### config.mk
export PLATFORM = sky130hd
export DESIGN_NAME = polar_point_plotter_core
export DESIGN_NICKNAME = d
export VERILOG_FILES = /design/src/rtl/ppp_pkg.sv /design/src/rtl/polar_point_plotter_core.sv /design/src/rtl/ppp_csr.sv /design/src/rtl/ppp_div.sv /design/src/rtl/ppp_ctrl.sv /design/src/rtl/ppp_dp.sv
export SDC_FILE = /design/constraint.sdc
export NUM_CORES = 2
export LEC_CHECK = 0
export ABC_AREA = 1
export BUFFER_PORTS_ARGS = -buffer_cell sky130_fd_sc_hd__buf_2
export CAP_MARGIN = 40
export CORE_MARGIN = 2
export CORE_UTILIZATION = 65
export CTS_BUF_LIST = sky130_fd_sc_hd__clkbuf_4
export DETAILED_ROUTE_END_ITERATION = 7
export PLACE_DENSITY = 0.83
export SKIP_CTS_REPAIR_TIMING = 1
export SYNTH_ARGS = -nofsm -noshare
export SYNTH_HDL_FRONTEND = slang
export SYNTH_MEMORY_MAX_BITS = 65536
export SYNTH_SLANG_ARGS = --single-unit
### constraint.sdc
create_clock -name clock -period 6.1 [get_ports clock]
set_input_delay 0.61 -clock clock [delete_from_list [all_inputs] [get_ports clock]]
set_output_delay 0.61 -clock clock [all_outputs]
set_load 0.02 [all_outputs]
### src/rtl/ppp_pkg.sv
`timescale 1ns / 1ps

package ppp_pkg;

   // Default build parameters
   localparam int DEPTH_DEF         = 10;
   localparam int SCREEN_WIDTH_DEF  = 128;
   localparam int SCREEN_HEIGHT_DEF = 64;

   // Field widths
   localparam int HEADING_W = 9;
   localparam int RANGE_W   = 13;
   localparam int DECL_W    = 9;
   localparam int SCALE_W   = 8;
   localparam int CX_W      = 7;
   localparam int CY_W      = 6;
   localparam int MAXR_W    = 13;
   localparam int PIXX_W    = 7;
   localparam int PIXY_W    = 6;
   localparam int DOT_W     = 2;
   localparam int INDEX_W   = 6;

   // Stream and register port widths
   localparam int REQ_DATA_W = 24;
   localparam int RSP_DATA_W = 24;
   localparam int CSR_ADDR_W = 5;
   localparam int CSR_DATA_W = 32;
   localparam int REG_IDX_W  = CSR_ADDR_W - 2;

   // Datapath widths
   localparam int ANGLE_W = 9;
   localparam int QIDX_W  = 7;
   localparam int SINE_W  = 15;
   localparam int PROD_W  = RANGE_W + SINE_W;
   localparam int COORD_W = 14;
   localparam int NUM_W   = 15;
   localparam int DEN_W   = SCALE_W + 1;
   localparam int PIX_W   = 16;
   localparam int Q15_SHIFT = 15;

   // Register indexes
   localparam logic [REG_IDX_W-1:0] REG_DECL     = 3'd0;
   localparam logic [REG_IDX_W-1:0] REG_SCALE    = 3'd1;
   localparam logic [REG_IDX_W-1:0] REG_CENTER_X = 3'd2;
   localparam logic [REG_IDX_W-1:0] REG_CENTER_Y = 3'd3;
   localparam logic [REG_IDX_W-1:0] REG_MAX_RANGE = 3'd4;

   // Register reset values (declination is -21 in two's complement)
   localparam logic [DECL_W-1:0] DECL_RST      = 9'h1EB;
   localparam logic [SCALE_W-1:0] SCALE_RST    = 8'd20;
   localparam logic [CX_W-1:0]   CENTER_X_RST  = 7'd64;
   localparam logic [CY_W-1:0]   CENTER_Y_RST  = 6'd32;
   localparam logic [MAXR_W-1:0] MAX_RANGE_RST = 13'd4000;

   typedef struct packed {
      logic signed [DECL_W-1:0] decl;
      logic [SCALE_W-1:0]       mm_per_pixel;
      logic [CX_W-1:0]          center_x;
      logic [CY_W-1:0]          center_y;
      logic [MAXR_W-1:0]        max_range;
   } cfg_type;

   // Controller to datapath
   typedef struct packed {
      logic load_in;
      logic angle;
      logic sine;
      logic mul_x;
      logic mul_y;
      logic store;
      logic scan;
      logic read;
      logic div_start;
      logic out_load;
   } cmd_type;

   // Datapath to controller
   typedef struct packed {
      logic point_ok;
      logic ring_empty;
      logic div_done;
      logic out_free;
      logic last_point;
   } status_type;

   typedef struct packed {
      logic              neg;
      logic [SINE_W-1:0] mag;
   } sine_type;

   // Quarter-wave sine, Q1.15, entry 90 saturated
   function automatic logic [SINE_W-1:0] quarter_sine(input logic [QIDX_W-1:0] k);
      logic [SINE_W-1:0] v;
      case (k)
         7'd0:  v = 15'd0;     7'd1:  v = 15'd572;   7'd2:  v = 15'd1144;
         7'd3:  v = 15'd1715;  7'd4:  v = 15'd2286;  7'd5:  v = 15'd2856;
         7'd6:  v = 15'd3425;  7'd7:  v = 15'd3993;  7'd8:  v = 15'd4560;
         7'd9:  v = 15'd5126;  7'd10: v = 15'd5690;  7'd11: v = 15'd6252;
         7'd12: v = 15'd6813;  7'd13: v = 15'd7371;  7'd14: v = 15'd7927;
         7'd15: v = 15'd8481;  7'd16: v = 15'd9032;  7'd17: v = 15'd9580;
         7'd18: v = 15'd10126; 7'd19: v = 15'd10668; 7'd20: v = 15'd11207;
         7'd21: v = 15'd11743; 7'd22: v = 15'd12275; 7'd23: v = 15'd12803;
         7'd24: v = 15'd13328; 7'd25: v = 15'd13848; 7'd26: v = 15'd14365;
         7'd27: v = 15'd14876; 7'd28: v = 15'd15384; 7'd29: v = 15'd15886;
         7'd30: v = 15'd16384; 7'd31: v = 15'd16877; 7'd32: v = 15'd17364;
         7'd33: v = 15'd17847; 7'd34: v = 15'd18324; 7'd35: v = 15'd18795;
         7'd36: v = 15'd19261; 7'd37: v = 15'd19720; 7'd38: v = 15'd20174;
         7'd39: v = 15'd20622; 7'd40: v = 15'd21063; 7'd41: v = 15'd21498;
         7'd42: v = 15'd21926; 7'd43: v = 15'd22348; 7'd44: v = 15'd22763;
         7'd45: v = 15'd23170; 7'd46: v = 15'd23571; 7'd47: v = 15'd23965;
         7'd48: v = 15'd24351; 7'd49: v = 15'd24730; 7'd50: v = 15'd25102;
         7'd51: v = 15'd25466; 7'd52: v = 15'd25822; 7'd53: v = 15'd26170;
         7'd54: v = 15'd26510; 7'd55: v = 15'd26842; 7'd56: v = 15'd27166;
         7'd57: v = 15'd27482; 7'd58: v = 15'd27789; 7'd59: v = 15'd28088;
         7'd60: v = 15'd28378; 7'd61: v = 15'd28660; 7'd62: v = 15'd28932;
         7'd63: v = 15'd29197; 7'd64: v = 15'd29452; 7'd65: v = 15'd29698;
         7'd66: v = 15'd29935; 7'd67: v = 15'd30163; 7'd68: v = 15'd30382;
         7'd69: v = 15'd30592; 7'd70: v = 15'd30792; 7'd71: v = 15'd30983;
         7'd72: v = 15'd31164; 7'd73: v = 15'd31336; 7'd74: v = 15'd31499;
         7'd75: v = 15'd31651; 7'd76: v = 15'd31795; 7'd77: v = 15'd31928;
         7'd78: v = 15'd32052; 7'd79: v = 15'd32166; 7'd80: v = 15'd32270;
         7'd81: v = 15'd32365; 7'd82: v = 15'd32449; 7'd83: v = 15'd32524;
         7'd84: v = 15'd32588; 7'd85: v = 15'd32643; 7'd86: v = 15'd32688;
         7'd87: v = 15'd32723; 7'd88: v = 15'd32748; 7'd89: v = 15'd32763;
         7'd90: v = 15'd32767;
         default: v = 15'd0;
      endcase
      return v;
   endfunction

   // Signed sine of a whole angle 0..359, folded onto the quarter table
   function automatic sine_type sine_of(input logic [ANGLE_W-1:0] a);
      logic [ANGLE_W-1:0] k;
      sine_type           s;
      if (a <= 9'd90) begin
         k     = a;
         s.neg = 1'b0;
      end else if (a <= 9'd180) begin
         k     = 9'd180 - a;
         s.neg = 1'b0;
      end else if (a <= 9'd270) begin
         k     = a - 9'd180;
         s.neg = 1'b1;
      end else begin
         k     = 9'd360 - a;
         s.neg = 1'b1;
      end
      s.mag = quarter_sine(k[QIDX_W-1:0]);
      return s;
   endfunction

endpackage

### src/rtl/polar_point_plotter_core.sv
`timescale 1ns / 1ps

// Polar point plotter. Each request beat carries a heading in whole degrees and a
// range in mm; the declination register is added, the range is checked against
// max_range_mm and the bad flag, and a good reading is turned into x/y in mm with a
// Q1.15 sine table and pushed into a ring of the last DEPTH points. After every
// request beat, good or not, the block sends one response beat per stored point,
// oldest first, with tlast on the newest; an empty ring sends nothing. A request
// is captured, its angle formed, its sines looked up, x and y multiplied in turn
// and the point stored; a rejected one goes straight to the scan. Each stored
// point is then read and scaled to pixels by two bit-serial dividers, one quotient
// bit per cycle, and waits for the response register to be free. The next request
// is taken only after the last point has been handed to the response register.
module polar_point_plotter_core #(
   parameter int DEPTH         = ppp_pkg::DEPTH_DEF,
   parameter int SCREEN_WIDTH  = ppp_pkg::SCREEN_WIDTH_DEF,
   parameter int SCREEN_HEIGHT = ppp_pkg::SCREEN_HEIGHT_DEF
) (
   input  logic                            clock,
   input  logic                            reset,
   // request stream
   input  logic                            req_tvalid,
   output logic                            req_tready,
   input  logic [ppp_pkg::REQ_DATA_W-1:0]  req_tdata,   // heading_deg[8:0], range_mm[21:9]
   input  logic                            req_tuser,   // range_bad[0]
   // response stream
   output logic                            rsp_tvalid,
   input  logic                            rsp_tready,
   output logic [ppp_pkg::RSP_DATA_W-1:0]  rsp_tdata,   // pixel_x[6:0], pixel_y[12:7],
                                                        // dot_size[14:13], join_previous[15],
                                                        // point_index[21:16]
   output logic                            rsp_tuser,   // on_screen[0]
   output logic                            rsp_tlast,
   // register port
   input  logic                            csr_psel,
   input  logic                            csr_penable,
   input  logic                            csr_pwrite,
   input  logic [ppp_pkg::CSR_ADDR_W-1:0]  csr_paddr,
   input  logic [ppp_pkg::CSR_DATA_W-1:0]  csr_pwdata,
   output logic [ppp_pkg::CSR_DATA_W-1:0]  csr_prdata,
   output logic                            csr_pready
);
   import ppp_pkg::*;

   cfg_type    cfg;
   cmd_type    cmd;
   status_type status;

   ppp_csr u_csr (
      .clock   (clock),
      .reset   (reset),
      .psel    (csr_psel),
      .penable (csr_penable),
      .pwrite  (csr_pwrite),
      .paddr   (csr_paddr),
      .pwdata  (csr_pwdata),
      .prdata  (csr_prdata),
      .pready  (csr_pready),
      .cfg     (cfg)
   );

   ppp_ctrl u_ctrl (
      .clock     (clock),
      .reset     (reset),
      .req_valid (req_tvalid),
      .req_ready (req_tready),
      .status    (status),
      .cmd       (cmd)
   );

   ppp_dp #(
      .DEPTH         (DEPTH),
      .SCREEN_WIDTH  (SCREEN_WIDTH),
      .SCREEN_HEIGHT (SCREEN_HEIGHT)
   ) u_dp (
      .clock      (clock),
      .reset      (reset),
      .cfg        (cfg),
      .cmd        (cmd),
      .status     (status),
      .req_tdata  (req_tdata),
      .req_tuser  (req_tuser),
      .rsp_tready (rsp_tready),
      .rsp_tvalid (rsp_tvalid),
      .rsp_tdata  (rsp_tdata),
      .rsp_tuser  (rsp_tuser),
      .rsp_tlast  (rsp_tlast)
   );

endmodule

### src/rtl/ppp_csr.sv
`timescale 1ns / 1ps

module ppp_csr (
   input  logic                             clock,
   input  logic                             reset,
   input  logic                             psel,
   input  logic                             penable,
   input  logic                             pwrite,
   input  logic [ppp_pkg::CSR_ADDR_W-1:0]   paddr,
   input  logic [ppp_pkg::CSR_DATA_W-1:0]   pwdata,
   output logic [ppp_pkg::CSR_DATA_W-1:0]   prdata,
   output logic                             pready,
   output ppp_pkg::cfg_type                 cfg
);
   import ppp_pkg::*;

   logic [REG_IDX_W-1:0] reg_idx;
   logic                 wr_en;
   cfg_type              cfg_ff;

   assign reg_idx = paddr[CSR_ADDR_W-1:2];
   assign wr_en   = psel && penable && pwrite;
   assign pready  = 1'b1;
   assign cfg     = cfg_ff;

   // Register writes, access phase only
   always_ff @(posedge clock) begin
      if (reset) begin
         cfg_ff.decl         <= DECL_RST;
         cfg_ff.mm_per_pixel <= SCALE_RST;
         cfg_ff.center_x     <= CENTER_X_RST;
         cfg_ff.center_y     <= CENTER_Y_RST;
         cfg_ff.max_range    <= MAX_RANGE_RST;
      end else if (wr_en) begin
         unique case (reg_idx)
            REG_DECL:      cfg_ff.decl         <= pwdata[DECL_W-1:0];
            REG_SCALE:     cfg_ff.mm_per_pixel <= pwdata[SCALE_W-1:0];
            REG_CENTER_X:  cfg_ff.center_x     <= pwdata[CX_W-1:0];
            REG_CENTER_Y:  cfg_ff.center_y     <= pwdata[CY_W-1:0];
            REG_MAX_RANGE: cfg_ff.max_range    <= pwdata[MAXR_W-1:0];
            default: ;
         endcase
      end
   end

   // Read mux; declination reads back sign-extended
   always_comb begin
      prdata = '0;
      unique case (reg_idx)
         REG_DECL:      prdata = {{(CSR_DATA_W-DECL_W){cfg_ff.decl[DECL_W-1]}}, cfg_ff.decl};
         REG_SCALE:     prdata = CSR_DATA_W'(cfg_ff.mm_per_pixel);
         REG_CENTER_X:  prdata = CSR_DATA_W'(cfg_ff.center_x);
         REG_CENTER_Y:  prdata = CSR_DATA_W'(cfg_ff.center_y);
         REG_MAX_RANGE: prdata = CSR_DATA_W'(cfg_ff.max_range);
         default:       prdata = '0;
      endcase
   end

endmodule

### src/rtl/ppp_div.sv
`timescale 1ns / 1ps

module ppp_div (
   input  logic                        clock,
   input  logic                        reset,
   input  logic                        start,
   input  logic [ppp_pkg::NUM_W-1:0]   numer,
   input  logic [ppp_pkg::DEN_W-1:0]   denom,
   output logic [ppp_pkg::NUM_W-1:0]   quot,
   output logic                        done
);
   import ppp_pkg::*;

   localparam int STEP_W = $clog2(NUM_W + 1);

   logic [NUM_W-1:0]  quo_ff;
   logic [DEN_W-1:0]  rem_ff;
   logic [DEN_W-1:0]  den_ff;
   logic [STEP_W-1:0] step_ff;
   logic              done_ff;
   logic [DEN_W:0]    trial;
   logic [DEN_W:0]    trial_sub;
   logic              fits;

   // One restoring step per cycle, dividend bits enter from the top
   assign trial     = {rem_ff, quo_ff[NUM_W-1]};
   assign trial_sub = trial - {1'b0, den_ff};
   assign fits      = trial >= {1'b0, den_ff};

   always_ff @(posedge clock) begin
      if (reset) begin
         step_ff <= '0;
         done_ff <= 1'b0;
      end else if (start) begin
         step_ff <= STEP_W'(NUM_W);
         done_ff <= 1'b0;
      end else if (step_ff != '0) begin
         step_ff <= step_ff - 1'b1;
         if (step_ff == STEP_W'(1)) begin
            done_ff <= 1'b1;
         end
      end
   end

   always_ff @(posedge clock) begin
      if (start) begin
         quo_ff <= numer;
         rem_ff <= '0;
         den_ff <= denom;
      end else if (step_ff != '0) begin
         rem_ff <= fits ? trial_sub[DEN_W-1:0] : trial[DEN_W-1:0];
         quo_ff <= {quo_ff[NUM_W-2:0], fits};
      end
   end

   assign quot = quo_ff;
   assign done = done_ff;

endmodule

### src/rtl/ppp_ctrl.sv
`timescale 1ns / 1ps

module ppp_ctrl (
   input  logic                 clock,
   input  logic                 reset,
   input  logic                 req_valid,
   output logic                 req_ready,
   input  ppp_pkg::status_type  status,
   output ppp_pkg::cmd_type     cmd
);
   import ppp_pkg::*;

   typedef enum logic [9:0] {
      S_IDLE  = 10'b00_0000_0001,
      S_ANGLE = 10'b00_0000_0010,
      S_SINE  = 10'b00_0000_0100,
      S_MULX  = 10'b00_0000_1000,
      S_MULY  = 10'b00_0001_0000,
      S_STORE = 10'b00_0010_0000,
      S_SCAN  = 10'b00_0100_0000,
      S_READ  = 10'b00_1000_0000,
      S_DIVGO = 10'b01_0000_0000,
      S_DIV   = 10'b10_0000_0000
   } state_type;

   state_type state_ff;
   state_type state_in;

   always_ff @(posedge clock) begin
      if (reset) begin
         state_ff <= S_IDLE;
      end else begin
         state_ff <= state_in;
      end
   end

   // Sequencer: capture, convert and store a good reading, then walk the ring oldest first
   always_comb begin
      state_in  = state_ff;
      cmd       = '0;
      req_ready = 1'b0;
      unique case (state_ff)
         S_IDLE: begin
            req_ready = 1'b1;
            if (req_valid) begin
               cmd.load_in = 1'b1;
               state_in    = S_ANGLE;
            end
         end
         S_ANGLE: begin
            cmd.angle = 1'b1;
            state_in  = status.point_ok ? S_SINE : S_SCAN;
         end
         S_SINE: begin
            cmd.sine = 1'b1;
            state_in = S_MULX;
         end
         S_MULX: begin
            cmd.mul_x = 1'b1;
            state_in  = S_MULY;
         end
         S_MULY: begin
            cmd.mul_y = 1'b1;
            state_in  = S_STORE;
         end
         S_STORE: begin
            cmd.store = 1'b1;
            state_in  = S_SCAN;
         end
         S_SCAN: begin
            cmd.scan = 1'b1;
            state_in = status.ring_empty ? S_IDLE : S_READ;
         end
         S_READ: begin
            cmd.read = 1'b1;
            state_in = S_DIVGO;
         end
         S_DIVGO: begin
            cmd.div_start = 1'b1;
            state_in      = S_DIV;
         end
         S_DIV: begin
            if (status.div_done && status.out_free) begin
               cmd.out_load = 1'b1;
               state_in     = status.last_point ? S_IDLE : S_READ;
            end
         end
         default: state_in = S_IDLE;
      endcase
   end

endmodule

### src/rtl/ppp_dp.sv
`timescale 1ns / 1ps

module ppp_dp #(
   parameter int DEPTH         = ppp_pkg::DEPTH_DEF,
   parameter int SCREEN_WIDTH  = ppp_pkg::SCREEN_WIDTH_DEF,
   parameter int SCREEN_HEIGHT = ppp_pkg::SCREEN_HEIGHT_DEF
) (
   input  logic                              clock,
   input  logic                              reset,
   input  ppp_pkg::cfg_type                  cfg,
   input  ppp_pkg::cmd_type                  cmd,
   output ppp_pkg::status_type               status,
   input  logic [ppp_pkg::REQ_DATA_W-1:0]    req_tdata,
   input  logic                              req_tuser,
   input  logic                              rsp_tready,
   output logic                              rsp_tvalid,
   output logic [ppp_pkg::RSP_DATA_W-1:0]    rsp_tdata,
   output logic                              rsp_tuser,
   output logic                              rsp_tlast
);
   import ppp_pkg::*;

   localparam int PTR_W = $clog2(DEPTH);
   localparam int CNT_W = $clog2(DEPTH + 1);
   localparam int CMP_W = PTR_W + 2;
   localparam logic [PTR_W-1:0] LAST_SLOT  = PTR_W'(DEPTH - 1);
   localparam logic [CNT_W-1:0] FULL_COUNT = CNT_W'(DEPTH);
   localparam logic signed [PIX_W-1:0] SCR_W = PIX_W'(SCREEN_WIDTH);
   localparam logic signed [PIX_W-1:0] SCR_H = PIX_W'(SCREEN_HEIGHT);
   localparam logic [PROD_W:0] Q15_HALF = (PROD_W + 1)'(1 << (Q15_SHIFT - 1));

   function automatic logic [PTR_W-1:0] slot_next(input logic [PTR_W-1:0] p);
      return (p == LAST_SLOT) ? '0 : p + 1'b1;
   endfunction

   // Captured input beat
   logic [HEADING_W-1:0] heading_ff;
   logic [RANGE_W-1:0]   range_ff;
   logic                 bad_ff;

   // Conversion pipeline
   logic signed [10:0]   angle_sum;
   logic signed [10:0]   angle_wrap;
   logic [ANGLE_W-1:0]   angle_ff;
   logic [9:0]           ax_sum;
   logic [9:0]           ax_wrap;
   sine_type             sin_x;
   sine_type             sin_y;
   sine_type             sin_x_ff;
   sine_type             sin_y_ff;
   logic [PROD_W-1:0]    prod_ff;
   logic                 prod_neg_ff;
   logic [PROD_W:0]      prod_bias;
   logic [COORD_W-1:0]   prod_q;
   logic [COORD_W-1:0]   prod_round;
   logic [COORD_W-1:0]   x_mm_ff;

   // Ring of points and its pointers
   logic [2*COORD_W-1:0] ring_mem [DEPTH];
   logic [2*COORD_W-1:0] rd_data_ff;
   logic [PTR_W-1:0]     write_ptr_ff;
   logic [PTR_W-1:0]     oldest_ptr_ff;
   logic [PTR_W-1:0]     rd_ptr_ff;
   logic [PTR_W-1:0]     idx_ff;
   logic [CNT_W-1:0]     count_ff;

   // Pixel mapping
   logic [SCALE_W-1:0]   scale;
   logic [DEN_W-1:0]     den;
   logic [COORD_W-1:0]   rd_x;
   logic [COORD_W-1:0]   rd_y;
   logic [COORD_W-1:0]   mag_x;
   logic [COORD_W-1:0]   mag_y;
   logic [NUM_W-1:0]     num_x;
   logic [NUM_W-1:0]     num_y;
   logic [NUM_W-1:0]     quot_x;
   logic [NUM_W-1:0]     quot_y;
   logic                 done_x;
   logic                 done_y;
   logic                 sign_x_ff;
   logic                 sign_y_ff;
   logic signed [PIX_W-1:0] qx_s;
   logic signed [PIX_W-1:0] qy_s;
   logic signed [PIX_W-1:0] off_x;
   logic signed [PIX_W-1:0] off_y;
   logic signed [PIX_W-1:0] px;
   logic signed [PIX_W-1:0] py;
   logic                 on_screen;
   logic [PIXX_W-1:0]    pix_x;
   logic [PIXY_W-1:0]    pix_y;
   logic                 dot_hi;
   logic [DOT_W-1:0]     dot_size;
   logic                 join_prev;
   logic                 last_point;

   // Result register
   logic                  rsp_valid_ff;
   logic [RSP_DATA_W-1:0] rsp_data_ff;
   logic                  rsp_user_ff;
   logic                  rsp_last_ff;

   // Input capture
   always_ff @(posedge clock) begin
      if (cmd.load_in) begin
         heading_ff <= req_tdata[HEADING_W-1:0];
         range_ff   <= req_tdata[HEADING_W +: RANGE_W];
         bad_ff     <= req_tuser;
      end
   end

   // Heading plus declination, wrapped into 0..359
   assign angle_sum = $signed({2'b00, heading_ff}) + $signed({{2{cfg.decl[DECL_W-1]}}, cfg.decl});

   always_comb begin
      if (angle_sum < 0) begin
         angle_wrap = angle_sum + 11'sd360;
      end else if (angle_sum >= 11'sd720) begin
         angle_wrap = angle_sum - 11'sd720;
      end else if (angle_sum >= 11'sd360) begin
         angle_wrap = angle_sum - 11'sd360;
      end else begin
         angle_wrap = angle_sum;
      end
   end

   always_ff @(posedge clock) begin
      if (cmd.angle) begin
         angle_ff <= angle_wrap[ANGLE_W-1:0];
      end
   end

   // Sine lookups: cosine via a quarter turn ahead
   assign ax_sum  = {1'b0, angle_ff} + 10'd90;
   assign ax_wrap = (ax_sum >= 10'd360) ? ax_sum - 10'd360 : ax_sum;
   assign sin_x   = sine_of(ax_wrap[ANGLE_W-1:0]);
   assign sin_y   = sine_of(angle_ff);

   always_ff @(posedge clock) begin
      if (cmd.sine) begin
         sin_x_ff <= sin_x;
         sin_y_ff <= sin_y;
      end
   end

   // Shared multiplier, x then y; Q1.15 product rounded half away from zero
   assign prod_bias  = {1'b0, prod_ff} + Q15_HALF;
   assign prod_q     = prod_bias[Q15_SHIFT +: COORD_W];
   assign prod_round = prod_neg_ff ? -prod_q : prod_q;

   always_ff @(posedge clock) begin
      if (cmd.mul_x) begin
         prod_ff     <= PROD_W'(range_ff) * PROD_W'(sin_x_ff.mag);
         prod_neg_ff <= sin_x_ff.neg;
      end else if (cmd.mul_y) begin
         prod_ff     <= PROD_W'(range_ff) * PROD_W'(sin_y_ff.mag);
         prod_neg_ff <= sin_y_ff.neg;
         x_mm_ff     <= prod_round;
      end
   end

   // Point ring
   always_ff @(posedge clock) begin
      if (cmd.store) begin
         ring_mem[write_ptr_ff] <= {x_mm_ff, prod_round};
      end
   end

   always_ff @(posedge clock) begin
      if (cmd.read) begin
         rd_data_ff <= ring_mem[rd_ptr_ff];
      end
   end

   always_ff @(posedge clock) begin
      if (reset) begin
         write_ptr_ff  <= '0;
         oldest_ptr_ff <= '0;
         count_ff      <= '0;
      end else if (cmd.store) begin
         write_ptr_ff <= slot_next(write_ptr_ff);
         if (count_ff != FULL_COUNT) begin
            count_ff <= count_ff + 1'b1;
         end else begin
            oldest_ptr_ff <= slot_next(oldest_ptr_ff);
         end
      end
   end

   // Scan position, oldest first
   always_ff @(posedge clock) begin
      if (reset) begin
         rd_ptr_ff <= '0;
         idx_ff    <= '0;
      end else if (cmd.scan) begin
         rd_ptr_ff <= oldest_ptr_ff;
         idx_ff    <= '0;
      end else if (cmd.out_load) begin
         rd_ptr_ff <= slot_next(rd_ptr_ff);
         idx_ff    <= idx_ff + 1'b1;
      end
   end

   // Divider operands: round(|v| / s) as (2|v| + s) / 2s
   assign scale = (cfg.mm_per_pixel == '0) ? SCALE_W'(1) : cfg.mm_per_pixel;
   assign den   = {scale, 1'b0};
   assign rd_x  = rd_data_ff[COORD_W +: COORD_W];
   assign rd_y  = rd_data_ff[COORD_W-1:0];
   assign mag_x = rd_x[COORD_W-1] ? -rd_x : rd_x;
   assign mag_y = rd_y[COORD_W-1] ? -rd_y : rd_y;
   assign num_x = {mag_x, 1'b0} + NUM_W'(scale);
   assign num_y = {mag_y, 1'b0} + NUM_W'(scale);

   always_ff @(posedge clock) begin
      if (cmd.div_start) begin
         sign_x_ff <= rd_x[COORD_W-1];
         sign_y_ff <= rd_y[COORD_W-1];
      end
   end

   ppp_div u_div_x (
      .clock (clock),
      .reset (reset),
      .start (cmd.div_start),
      .numer (num_x),
      .denom (den),
      .quot  (quot_x),
      .done  (done_x)
   );

   ppp_div u_div_y (
      .clock (clock),
      .reset (reset),
      .start (cmd.div_start),
      .numer (num_y),
      .denom (den),
      .quot  (quot_y),
      .done  (done_y)
   );

   // Screen position and per-point flags
   assign qx_s  = PIX_W'(quot_x);
   assign qy_s  = PIX_W'(quot_y);
   assign off_x = sign_x_ff ? -qx_s : qx_s;
   assign off_y = sign_y_ff ? -qy_s : qy_s;
   assign px    = $signed(PIX_W'(cfg.center_x)) + off_x;
   assign py    = $signed(PIX_W'(cfg.center_y)) - off_y;

   assign on_screen  = (px >= 0) && (px < SCR_W) && (py >= 0) && (py < SCR_H);
   assign pix_x      = on_screen ? px[PIXX_W-1:0] : '0;
   assign pix_y      = on_screen ? py[PIXY_W-1:0] : '0;
   assign dot_hi     = CMP_W'({idx_ff, 1'b0}) >= CMP_W'(count_ff);
   assign dot_size   = dot_hi ? DOT_W'(2) : DOT_W'(1);
   assign join_prev  = on_screen && (idx_ff != '0);
   assign last_point = (CNT_W'(idx_ff) + CNT_W'(1)) == count_ff;

   // Result register: holds one beat while the next point is worked on
   always_ff @(posedge clock) begin
      if (reset) begin
         rsp_valid_ff <= 1'b0;
      end else if (cmd.out_load) begin
         rsp_valid_ff <= 1'b1;
      end else if (rsp_tready) begin
         rsp_valid_ff <= 1'b0;
      end
   end

   always_ff @(posedge clock) begin
      if (cmd.out_load) begin
         rsp_data_ff <= {2'b00, INDEX_W'(idx_ff), join_prev, dot_size, pix_y, pix_x};
         rsp_user_ff <= on_screen;
         rsp_last_ff <= last_point;
      end
   end

   assign rsp_tvalid = rsp_valid_ff;
   assign rsp_tdata  = rsp_data_ff;
   assign rsp_tuser  = rsp_user_ff;
   assign rsp_tlast  = rsp_last_ff;

   assign status.point_ok   = !bad_ff && (range_ff != '0) && (range_ff < cfg.max_range);
   assign status.ring_empty = (count_ff == '0);
   assign status.div_done   = done_x && done_y;
   assign status.out_free   = !rsp_valid_ff || rsp_tready;
   assign status.last_point = last_point;

   // A loaded beat never overwrites one still waiting
   a_no_overwrite: assert property (@(posedge clock) disable iff (reset)
      cmd.out_load |-> (!rsp_valid_ff || rsp_tready))
      else $error("result register overwritten");

   // Until the ring fills, oldest stays at slot 0 and write tracks the count
   a_fill_order: assert property (@(posedge clock) disable iff (reset)
      (count_ff < FULL_COUNT) |-> (oldest_ptr_ff == '0 && write_ptr_ff == PTR_W'(count_ff)))
      else $error("ring pointers out of step while filling");

   // Once full, the next write lands on the oldest entry
   a_full_order: assert property (@(posedge clock) disable iff (reset)
      (count_ff == FULL_COUNT) |-> (oldest_ptr_ff == write_ptr_ff))
      else $error("ring pointers out of step while full");

   // Only stored points are sent
   a_index_bound: assert property (@(posedge clock) disable iff (reset)
      cmd.out_load |-> (CNT_W'(idx_ff) < count_ff))
      else $error("point index beyond stored count");

endmodule
# After elaboration in Yosys (flattened, before gate mapping)
# Memories as Yosys holds them, arrays and structs flattened. A register that Yosys moved wholly into a read port is not among the register bits.
# Cells that the tools add are included.
dict set report classes {
  add_sub_neg 31
  multipliers 2
  n_lt_le_gt_ge 18
  eq_ne 23
  muxes 62
  n_bitwise 2
  reduce_logical 38
}
# op count
set ops {}
lappend ops {{$pmux W32 S5} 1}
lappend ops {{$pmux W10 S10} 1}
lappend ops {{$mux W15} 4}
lappend ops {{$mul A13 B15 Y28} 2}
lappend ops {{$mux W28} 2}
lappend ops {{$mux W9} 6}
lappend ops {{$mux W7} 7}
lappend ops {{$mux W14} 3}
lappend ops {{$neg A14 Y14} 3}
lappend ops {{$mux W4} 9}
lappend ops {{$ge A16 B1 Y1 const B} 2}
lappend ops {{$mux W16} 2}
lappend ops {{$neg A15 Y16} 2}
lappend ops {{$add A15 B8 Y15} 2}
lappend ops {{$add A28 B15 Y29 const B} 1}
lappend ops {{$sub A9 B9 Y9 const B} 3}
lappend ops {{$mux W8} 3}
lappend ops {{$reduce_and A2 Y1} 11}
lappend ops {{$mux W1} 21}
lappend ops {{$add A4 B1 Y4 const B} 5}
lappend ops {{$ge A10 B9 Y1} 2}
lappend ops {{$mux W10} 2}
lappend ops {{$le A9 B7 Y1 const B} 2}
lappend ops {{$le A9 B8 Y1 const B} 2}
lappend ops {{50 further kinds} 78}
dict set report word_totals {
  register_bits 241
  ram_bits 280
  mem_bits_ro 3840
  inputBits 69
  out_inout_bits 61
  word_cells 215
  memories 3
}
# name depth width rd rd_clocked_by_memory_dff write_ports line_no
set mem_list {}
lappend mem_list {{(name not given)} 128 15 1 1 0 ppp_pkg.sv:94} ;# case (k)
lappend mem_list {{(name not given)} 128 15 1 1 0 ppp_pkg.sv:94}
lappend mem_list {u_dp.ring_mem 10 28 1 1 1 ppp_dp.sv:59} ;# logic [2*COORD_W-1:0] ring_mem [DEPTH];

# Depth between registers and ports, before layout
dict set report logic_depth {
  word_depth 8
  depth_mapped 36
  depth_no_buf 35
}

# Hierarchy
# From an unflattened synthesis, not the netlist that was laid out.
dict set report hier_totals {
  hier_cells 5371
  area_unflattened_um2 44989.4
}
# mod n_inst cells_per_inst area_each_um2 seq_area_each_um2
set by_module_without_submodules {}
lappend by_module_without_submodules {ppp_dp 1 4372 37738.7 13182.6}
lappend by_module_without_submodules {ppp_div 2 267 2145.8 1001.0}
lappend by_module_without_submodules {ppp_csr 1 355 2308.5 860.8}
lappend by_module_without_submodules {ppp_ctrl 1 110 650.6 200.2}

# Least setup slack after synthesis
# OpenSTA, ideal clock, no wires.
dict set report synth_path {
  path_type {register to register}
  from {register u_dp.range_ff[1]}
  to {register u_dp.prod_ff[25], data pin}
  setup_ps 294
  t_arrival_ps 5263
  required_ps 5806
  setup_slack_ps 543
  path_stages_with_launch 26
  n_path_buf 2
  synth_period_minus_slack_ps 5557
  cell_sequence {edfxtp_1 -> clkbuf_1 -> clkbuf_1 -> nand2_1 -> fa_1 -> inv_1 -> fa_1 -> fa_1 -> fa_1 -> inv_1 -> fa_1 -> inv_1 -> ha_1 -> nand2_1 -> inv_1 -> nand3_1 -> o221ai_1 -> a21oi_1 -> o21ai_0 -> nand3_1 -> nand2_1 -> nand3_1 -> o211ai_1 -> a21oi_1 -> o21ai_0 -> o21ai_0}
}
dict set report synth_via {
  elab_chain_len 3
  word_cells_on_any_way 4
  classes_between {2 x mul; 2 x mux}
}
# item line_no
set synth_rtl {}
lappend synth_rtl {{from (decl)} ppp_dp.sv:38} ;# logic [RANGE_W-1:0] range_ff;
lappend synth_rtl {{from (signal assigned)} ppp_dp.sv:106} ;# range_ff <= req_tdata[HEADING_W +: RANGE_W];
lappend synth_rtl {{$mul A13 B15 Y28} ppp_dp.sv:155} ;# prod_ff <= PROD_W'(range_ff) * PROD_W'(sin_y_ff.mag);
lappend synth_rtl {{$mux W28} ppp_dp.sv:154} ;# end else if (cmd.mul_y) begin
lappend synth_rtl {{$mux W28 *} ppp_dp.sv:151} ;# if (cmd.mul_x) begin
lappend synth_rtl {{to (signal assigned)} ppp_dp.sv:152} ;# prod_ff <= PROD_W'(range_ff) * PROD_W'(sin_x_ff.mag);
lappend synth_rtl {{to (signal assigned)} ppp_dp.sv:155}
lappend synth_rtl {{to (decl)} ppp_dp.sv:51} ;# logic [PROD_W-1:0] prod_ff;
# Mark *: on every way between the ends. The rest lies on a longest branch, timed or not. The select of a mux whose other input is x is not followed.
# A chain may end at the register's enable or synchronous reset.

# Final worst setup path
dict set report layout_path {
  from {register u_dp.range_ff[11]}
  to {register u_dp.prod_ff[26], data pin}
}
# Same word-level chain as after synthesis.

==> key figures <==
Yosys
  – Most instantiated library cell after synthesis: nand2_1
  – Primary FF master, synth: edfxtp_1
  – Mean instance size in the synthesized netlist: 8.56 um2
  – Most numerous cell types in the synthesized netlist: nand2_1, inv_1, edfxtp_1, o21ai_0, nor2_1
  – Cell count after synthesis: 5043
  – Share of flip-flops with an asynchronous set or reset: 0
  – Adder and majority cell fraction of the synthesized area: 0.212
  – Largest family of logic cells by synthesized area: adder cells
  – Area of the mapped netlist: 43200 um2
  – Synth cell types: 63
  – Flip-flop and latch count after synthesis: 565
  – Complex-gate fraction of the synthesized area: 0.109
  – Simple-Gate Fraction of Synth Area: 0.176
  – Cell type with the highest aggregate area in the netlist: edfxtp_1
  – Parity-gate share of the synthesized area counting xor and xnor cells: 0.0314
  – Multiplexer share of the synthesized area: 0
  – Sequential element share of the synthesized area: 0.369
  – Area share of the largest cell type after synthesis: 0.322
  – Number of synthesized flops with an enable pin: 463
  – Ranking of synthesized cells by area: edfxtp_1, fa_1, nand2_1
  – Yosys warnings: 0

Worst setup path
  – Signal arrival time at the worst endpoint: 6510 ps
  – Cell at the slowest stage of the critical path: edfxtp_1
  – Reg-to-Reg End: u_dp.prod_ff[26]
  – Internal reg-to-reg setup slack: 280 ps
  – Type of the worst setup path: reg -> reg
  – Path depth of the worst reg2reg path: 24
  – Timing endpoint of the critical path: u_dp.prod_ff[26]
  – Capturing element type of the critical path: flip-flop
  – Type of origin of the critical path: flip-flop
  – Count of buffer and inverter cells on the critical path: 4
  – Delay of the slowest cell on the worst path: 560 ps
  – Worst reg2reg startpoint: u_dp.range_ff[11]
  – Series of cell instances along the critical path: buf_6, nand2_1, inv_1, fa_1, fa_1, fa_1, fa_1, inv_1, fa_1, inv_1, ha_1, nand2_1, nor2_1, nand4_1, o21ai_2, nand3_1, nand2_1, nand3_1, nand2_1, nand2_1, o311ai_0, a21oi_1, o21ai_0, o21ai_0
  – Number of logic stages on the critical path including buffering: 24
  – Crit. Startpoint: u_dp.range_ff[11]
  – Req. time, crit path: 6790 ps
  – Largest fanout of any net on the critical path: 7
  – Top Family by Delay on Critical Path: adder cells

Timing
  – Clock skew: 66.0 ps
  – Final Hold Slack: 241 ps
  – Highest Clock Rate: 172 MHz
  – Transition time at the pin with the least slew margin: 1020 ps
  – Final setup vio count: 0
  – Period utilisation layout: 0.954
  – Max-slew violation total from the final report: 0
  – Final sum of negative setup slack: 0 ps
  – Final-report hold violation count: 0
  – Final Critical Period: 5820 ps
  – Worst rel slew slack: 0.320

Global routing
  – Wire length of the first global-routing pass: 182 mm
  – Largest net degree at the start of global routing: 58
  – Antenna violations before repair: 1
  – Gr usage total: 0.337
  – Residual overflow from global routing: 0
  – Vias in the first global route: 35500

Pwr
  – Worst-case vdd ir drop: 0.360 mV
  – Leakage power: 22.4 nW
  – Total power divided by cell area: 324 nW/um2

Worst hold path
  – Cell depth of the worst min-delay path: 2
  – Min-delay worst type: in -> reg

Finish
  – Share of post-route cells with drive strength above 1: 0.104
  – Area of the multi-input gates: 23000 um2
  – Area growth from synthesis to layout: 9.44%
  – Sequential cell area: 15900 um2
  – FILL cells: 4731
  – Net count, final: 5859

Drt
  – Total Routed Length: 116 mm
  – Number of DRC violations after detailed routing: 1
  – Vias per Instance: 5.90
  – DR pass1 iterations: 8
  – Number of design-rule violations left by the first detailed-router iteration: 4394
  – WL/cell: 18.6 um
  – Detailed-route via count: 36600
  – Antenna viol nets, final: 0

Placement
  – Detail Placement HPWL: 80.9 mm
  – Port bufs: 101
  – Global placement routability congestion: 0.973

Status
  – Run status: complete, but fails checks
  – Violated checks: DRC

Die
  – Placeable core region: 65700 um2
  – Initial core utilization: 0.656
  – Top-level I/O count: 130
  – Total Die Area: 68500 um2
  – Die Span Y: 262 um
  – Placement Rows: 94
  – X dimension of the die: 262 um

Clock tree
  – CTS sink count: 565
  – Inserted Clock Buffers: 145
  – CTS tree: built
  – Post-CTS clock slew at the launch and capture registers of the worst setup and hold paths: 70 ps
  – H-Tree Level Count: 4
  – Clock latency of the later-clocked register in the worst-skew pair: 980 ps
  – Maximum clock insertion buffer count: 3
  – Library cell used as clock root buffer: clkbuf_4

Flow run
  – Number of maximum-capacitance violations: 0
-- layout by cell type, fill, tap and decap left out, types with 38 or more instances in the layout --
cell type | Yosys | final
nand3_1 | 213 | 213
o211ai_1 | 38 | 38
edfxtp_1 | 463 | 463
dfxtp_1 | 102 | 101
nor3_1 | 62 | 60
buf_2 | 11 | 104
nor2_1 | 375 | 362
inv_1 | 890 | 888
xor2_1 | 120 | 118
dlygate4sd3_1 | 0 | 38
a21oi_1 | 191 | 189
fa_1 | 292 | 292
ha_1 | 265 | 264
a221oi_1 | 41 | 41
nand2_1 | 1072 | 1071
buf_4 | 27 | 97
clkbuf_4 | 0 | 211
o21ai_0 | 381 | 379
-- worst min path at each step --
stage                                        end                    from  slack (ps)
after floorplan           u_dp.u_div_x.rem_ff[8]  u_dp.u_div_x.rem_ff[8]         430
after global placement         u_dp.u_div_x.done       u_dp.u_div_x.done         440
after detailed placement       u_dp.u_div_y.done       u_dp.u_div_y.done         450
after CTS                     u_dp.heading_ff[0]            req_tdata[0]        -260
after global routing        u_dp.write_ptr_ff[2]                   reset         190
final                         u_ctrl.state_ff[8]                   reset         240
-- per-layer routing --
metal	track usage	part of all wire	up-vias
met5	0	0	-
li1	-	-	16800
met1	0.450	0.39	17400
met3	0.0683	0.11	336
met4	0.138	0.038	0
met2	0.540	0.47	2129
-- cell families after synthesis --
family,count (synthesis)
compound gates,807
xor+xnor,154
fa+ha+maj,557
buf+inv,1127
flops,565
other cells,2
simple gates,1831
-- stage by stage --
stage / utilization / std cells / total power, mW / instance area, um2 / setup WS (ps)
2_1_floorplan: - / 5046 / 9.98 / 43200 / 543
3_3_place_gp: 0.677 / 5871 / 11.4 / 44500 / 293
3_5_place_dp: 0.681 / 5887 / 11.7 / 44700 / 101
4_1_cts: 0.709 / 6144 / 15.0 / 46600 / 32.0
5_1_grt: 0.718 / 6208 / 16.5 / 47200 / -32.8
6_report: 0.718 / 6210 / 15.3 / 47200 / 281
-- cell type report --
cell class	instances	area share
clock buffer	211	0.0335
multi-input combinational	3354	0.486
timing repair buffer	256	0.0411
antenna	3	0.000159
inverter	911	0.0725
tap	864	0.0229
clock inverter	46	0.00575
sequential	565	0.338
-- report_power, final --
group          total (mW)  switching, mW  leakage, nW  internal (mW)
Combinational        7.23           4.67         16.2           2.56
Clock                3.31           1.63         1.11           1.69
Sequential           4.75          0.203         5.04           4.55
Total                15.3           6.49         22.4           8.80
-- state kept, by name, summed over array words and instances, names as in the netlist, 15 cells and up --
name	cells
u_dp.u_div_x.quot	15
u_dp.rsp_tdata	20
u_dp.u_div_y.quot	15
u_dp.rd_data_ff	28
u_csr.cfg	43
u_dp.sin_y_ff	16
u_dp.ring_mem	280
u_dp.sin_x_ff	16
No activity file was read; power rests on OpenSTA's default activity.
